===== src/rtl/core/interval_arithmetic_unit_assert.svh =====
// Assertion macros for the interval arithmetic unit.
// Each use expects clk and arst_n in scope.
`ifndef INTERVAL_ARITHMETIC_UNIT_ASSERT_SVH
`define INTERVAL_ARITHMETIC_UNIT_ASSERT_SVH

// Same-cycle implication.
`define IAU_ASSERT_IMP(lbl, ante, cons) \
	lbl: assert property (@(posedge clk) disable iff (!arst_n) (ante) |-> (cons)) \
		else $error("interval unit check failed");

// Next-cycle implication.
`define IAU_ASSERT_NXT(lbl, ante, cons) \
	lbl: assert property (@(posedge clk) disable iff (!arst_n) (ante) |=> (cons)) \
		else $error("interval unit check failed");

`endif


===== src/rtl/core/iau_shift.sv =====
module iau_shift #(
	parameter int W = 32
) (
	input  logic [W-1:0] value,
	input  logic [5:0]   shift,
	input  logic         round_en,
	input  logic         round_pos,
	output logic [W-1:0] result
);

	logic signed [W-1:0] v;
	logic signed [W-1:0] vr;
	logic [4:0]          rn;
	logic [5:0]          ln;
	logic [63:0]         c;
	logic [63:0]         sum;

	assign v = $signed(value);

	always_comb begin
		rn  = shift[4:0];
		ln  = 6'd0 - shift;
		// half an LSB, one less for negative values unless positive rounding
		c   = (64'd1 << (rn - 5'd1)) - {63'd0, v[W-1] & ~round_pos};
		sum = {{(64-W){v[W-1]}}, v} + c;
		vr  = round_en ? $signed(sum[W-1:0]) : v;
		if (value == '0 || shift == 6'd0) begin
			result = value;
		end else if (!shift[5]) begin
			result = vr >>> rn;
		end else begin
			result = value << ln;
		end
	end

endmodule


===== config.mk =====
export PLATFORM = sky130hd
export DESIGN_NAME = iau_shift
export DESIGN_NICKNAME = d
export VERILOG_FILES = /design/src/rtl/core/interval_arithmetic_unit_assert.svh /design/src/rtl/core/iau_shift.sv
export SDC_FILE = /design/constraint.sdc
export NUM_CORES = 1
export LEC_CHECK = 0
export ABC_CLOCK_PERIOD_IN_PS = 8700
export BUFFER_PORTS_ARGS = -buffer_cell sky130_fd_sc_hd__buf_4
export CORE_MARGIN = 1
export CORE_UTILIZATION = 60
export DETAILED_ROUTE_END_ITERATION = 12
export PLACE_DENSITY_LB_ADDON = 0.15
export SLEW_MARGIN = 20
export SYNTH_ARGS = -nofsm -noshare
export SYNTH_HDL_FRONTEND = slang
export SYNTH_SLANG_ARGS = --single-unit

===== constraint.sdc =====
create_clock -name vclk -period 8.7
set_input_delay 0.435 -clock vclk [all_inputs]
set_output_delay 0.435 -clock vclk [all_outputs]
set_load 0.005 [all_outputs]

# Yosys cells after proc, flatten, opt, wreduce, memory -nomap -nowiden
# Cells that the tools add are included.
# op_classes
shifts	3
multipliers	0
bitwise_logic	2
magnitude_cmp	0
n_addsub	4
reduce_logical	3
eq_ne	0
mux	3
div	0
# op_table
op	n
32-bit 2-to-1 mux	3
32-bit adder	1
32-bit logical NOT	1
1-bit by 5-bit left shift with 32-bit output (first input constant)	1
32-bit by 6-bit left shift with 32-bit output	1
32-bit by 5-bit >>> shifter with 32-bit output	1
32-bit by 1-bit subtractor with 32-bit output	1
6-bit logical NOT	1
1-bit by 6-bit subtractor with 6-bit output (first input constant)	1
5-bit by 1-bit subtractor with 5-bit output (second input constant)	1
1-bit bitwise AND	1
1-bit logical OR	1
1-bit NOT	1
# totals
in_bits	40
elab_cells	15
latch_bits	0
out_inout_bits	32
ff_bits	0
mem_bits_rw	0
memories	0
romBits	0

# Longest topological paths before layout
# depth
ltp_word	8
ltp_mapped	26
ltp_nobuf	20

# Least setup slack after synthesis
# Ideal clock, no wire load.
# synth_path
path_kind	input port to output port
from	in shift[1]
to	out result[9]
t_required_ps	8265
n_path_buf	5
setup_slack_ps	1912
path_stages	24
t_arrival_ps	6353
cell_sequence	buf_2 inv_2 buf_1 clkbuf_1 ha_1 xor2_1 clkbuf_1 clkbuf_1 nor3_1 nand2_1 ha_1 inv_1 ha_1 fa_1 a21o_1 a221o_1 a41o_1 o31a_4 a21oi_2 xor2_1 o221ai_2 mux4_2 o2bb2ai_1 o32a_1
# synth_via
elab_chain_len	8
word_cells_on_any_way	12
classes_between	add/sub: 4; shift: 3; mux: 3; reduce/logical: 2
# synth_lines
element	line_no	source
from (decl)	iau_shift.sv:5	input logic [5:0] shift,
5-bit by 1-bit subtractor with 5-bit output	iau_shift.sv:24	c = (64'd1 << (rn - 5'd1)) - {63'd0, v[W-1] & ~round_pos};
1-bit by 5-bit left shift with 32-bit output	iau_shift.sv:24	
32-bit by 1-bit subtractor with 32-bit output	iau_shift.sv:24	
32-bit adder	iau_shift.sv:25	sum = {{(64-W){v[W-1]}}, v} + c;
32-bit 2-to-1 mux	iau_shift.sv:26	vr = round_en ? $signed(sum[W-1:0]) : v;
32-bit by 5-bit >>> shifter with 32-bit output	iau_shift.sv:30	result = vr >>> rn;
32-bit 2-to-1 mux	iau_shift.sv:29	end else if (!shift[5]) begin
32-bit 2-to-1 mux (*)	iau_shift.sv:27	if (value == '0 || shift == 6'd0) begin
to (decl)	iau_shift.sv:8	output logic [W-1:0] result
# Every way passes the cells marked *; elsewhere a longest branch is shown, timed or not.

# Worst setup path after layout
# layout_path
from	in shift[0]
to	out result[26]
# The elaborated chain is that of the path after synthesis.

==> out/qor.log <==
qor: floorplanning.design.core.area 13240 um2
qor: job.maxCapViolCount 0
qor: final_layout.num-clock-buffers 0
qor: sta.timing.final.crit_period 7.167 ns
qor: detailed_routing.wl 35.19 mm
qor: final_layout.layout.sequential_cells 0
qor: detailed_routing.detail_route.drc_violations 0
qor: detailed_routing.viasPerCell 7.553
qor: pwr.max-vdd-ir-drop 0.05884 mV
qor: placed_design.post-dp-hpwl 27.18 mm
qor: clocking.cts_resized 0
qor: synth.synth_area 8155 um2
qor: detailed_routing.vias 10.59k
qor: setup_path.setup.worst_path.start_class input port
qor: placed_design.portBuffers 72
qor: synth.synth.distinct_cells 90
qor: clocking.holdBufCountCts 0
qor: global_route.grt_pass1_wl 53.69 mm
qor: sta.worst_slack 1.533 ns
qor: final_layout.flow.area_growth_from_synthesis 6.413%
qor: synth.synth.largest_area_cell mux4_2
qor: pwr.power 0.0008407 W
qor: setup_path.critical_path_arrival 6.73 ns
qor: global_route.first_global_vias 9503
qor: sta.slew_viol_final 0
qor: worst_hold_path.hp-class in -> out
qor: synth.top_cells_by_area_in_the_synthesized_netlist mux4_2 (11%), ha_1 (10%), nand2_1 (8.4%), nor2_1 (5.2%), a21oi_1 (5.1%)
qor: setup_path.worstPathRequired 8.27 ns
qor: sta.rsz0062_at_grt no
qor: final_layout.final_design_area_no_fill 8678 um2
qor: synth.syn-instance-count 1233
qor: sta.fmaxAchievable 139.5 MHz
qor: detailed_routing.postRouteAntennaNets 0
qor: clocking.post_cts_buffers 0
qor: sta.setup_viol_count_final 0
qor: global_route.grt_max_degree 69
qor: placed_design.pre_cts_ws 1.782 ns
qor: floorplanning.die_h 118.6 um
qor: floorplanning.initial_core_util 61.58%
qor: placed_design.gpl.final_weighted_congestion 1.050
qor: sta.setup-tns-final 0 ns
qor: final_layout.diodes 0
qor: floorplanning.placement_rows 42
qor: synth.synth-warning-count 0
qor: detailed_routing.drtIter0Drc 1792
qor: final_layout.instances_no_fill 1402
qor: global_route.antenna_found_initial 0
qor: pwr.powerDensity 96.87 nW/um2
qor: final_layout.fin_nets 1336
qor: worst_hold_path.hold_path.startpoint value[26]
qor: detailed_routing.drt_pre_antenna_iters 6
qor: final_layout.final_layout_size_suffix_gt1_share 13.95%
qor: synth.synth_top_cells_by_count nand2_1 (183), nor2_1 (113), inv_1 (104)
qor: detailed_routing.dr_wl_cell 25.10 um
qor: pwr.p_leak 3.747 nW
qor: floorplanning.fp.dieArea 14060 um2
qor: worst_hold_path.hold_depth 3
qor: synth.yosys.cell_count.top_type nand2_1
qor: placed_design.place_area 8678 um2
qor: global_route.grt_use_total 48.54%
qor: final_layout.sequential_cell_area 0 um2
qor: sta.hold_viol_final 0
qor: placed_design.post-place-cells 1402
qor: floorplanning.num_io_pins 72
qor: global_route.grt-ovfl-total 0
qor: synth.synth.yosys.seq_area_share 0%
qor: floorplanning.chipWidth 118.6 um
qor: sta.final_min_period_over_clock_period 82.38%
qor: setup_path.path_max_fanout 40
qor: sta.tightest_slew 1.042 ns
qor: setup_path.worstSetupPathType in -> out
qor: worst_hold_path.worstHoldEndpoint result[26]
qor: sta.timing.max_slew.rel_slack 30.29%
qor: synth.synth.avg_cell_area 6.614 um2
qor: synth.syn-num-nets 1341
qor: synth.netlist.area_leader.share 11.05%
qor: setup_path.cp_capture_type output port
qor: status.run_status complete, no violations
power by group:
group	leakage, nW	total [W]	switching (W)	internal (W)
Clock	0	0	0	0
Combinational	3.75	0.000841	0.000523	0.000318
Sequential	0	0	0	0
layer usage:
layer | global-route usage (%) | share of wire [%] | vias to the layer above | routed length (um)
met5 | 0 | 0 | - | 0
met4 | 24.53 | 6.6 | 0 | 2329
met3 | 13.42 | 14 | 181 | 5092
met2 | 73.28 | 42 | 932 | 14660
met1 | 63.01 | 37 | 4825 | 13110
li1 | - | - | 4652 | -
per-stage QoR:
step | hold WS, ns | utilization [%]
6_report | 1.245 | 65.53
5_1_grt | 1.263 | 65.53
4_1_cts | 1.241 | 65.53
3_5_place_dp | 1.240 | 65.53
3_3_place_gp | 1.233 | 65.53
2_1_floorplan | 0.9817 | -
how the worst max path moves through the flow:
| stage | to | slack, ns | depth (start not counted) | from |
|---|---|---|---|---|
| 2_1_floorplan | result[9] | 1.91 | 24 | shift[1] |
| 3_5_place_dp | result[26] | 1.78 | 22 | shift[0] |
| 4_1_cts | result[26] | 1.77 | 22 | shift[0] |
| 3_3_place_gp | result[26] | 1.88 | 22 | shift[0] |
| 5_1_grt | result[6] | 1.15 | 21 | shift[0] |
| 6_report | result[26] | 1.53 | 22 | shift[0] |
cells by family after synthesis:
kind of cell | synth area share [%]
compound gates | 35.99
simple gates | 24.96
buf+inv | 9.451
fa+ha+maj | 10.52
xor+xnor | 2.562
mux | 16.51
layout make-up:
cell class / instances / area, um2
multi-input combinational: 1033 / 7411
fill: 1247 / 4564
timing repair buffer: 86 / 645.6
inverter: 107 / 401.6
tap: 176 / 220.2
cells in the final DEF (no fill, tap or decap), types with 9 or more instances in the layout:
cell | Yosys | final
nand2_1 | 183 | 183
nor2_1 | 113 | 113
inv_1 | 104 | 104
buf_4 | 0 | 86
a21oi_1 | 83 | 82
ha_1 | 67 | 67
o21ai_0 | 65 | 65
mux4_2 | 40 | 40
mux2i_1 | 33 | 33
nor3_1 | 30 | 30
a211oi_1 | 29 | 29
nand3_1 | 21 | 21
a21o_1 | 18 | 18
a31oi_1 | 18 | 18
nand4_1 | 18 | 18
and3_1 | 16 | 16
xnor2_1 | 16 | 14
o211ai_1 | 14 | 14
a22oi_1 | 14 | 14
nor4_1 | 14 | 14
o31ai_1 | 13 | 13
o22ai_1 | 13 | 13
or3_1 | 12 | 12
nand2b_1 | 10 | 10
o32a_1 | 10 | 10
mux2_2 | 9 | 9
worst max-delay path, cell delays in order:
cell      delay, ns
buf_4          0.28
inv_1          0.14
ha_1           0.34
nor3b_4        0.40
xor2_2         0.25
nor3_1         0.36
nand2_1        0.13
ha_1           0.32
inv_1          0.05
ha_1           0.20
fa_1           0.41
a21o_1         0.24
a221o_1        0.35
a41o_1         0.34
o31a_4         0.41
nand3_1        0.16
mux2i_1        0.52
o21ai_0        0.14
a311oi_1       0.60
nor2_1         0.13
o32a_1         0.36
buf_4          0.14
No activity file was read; power rests on OpenSTA's default activity.
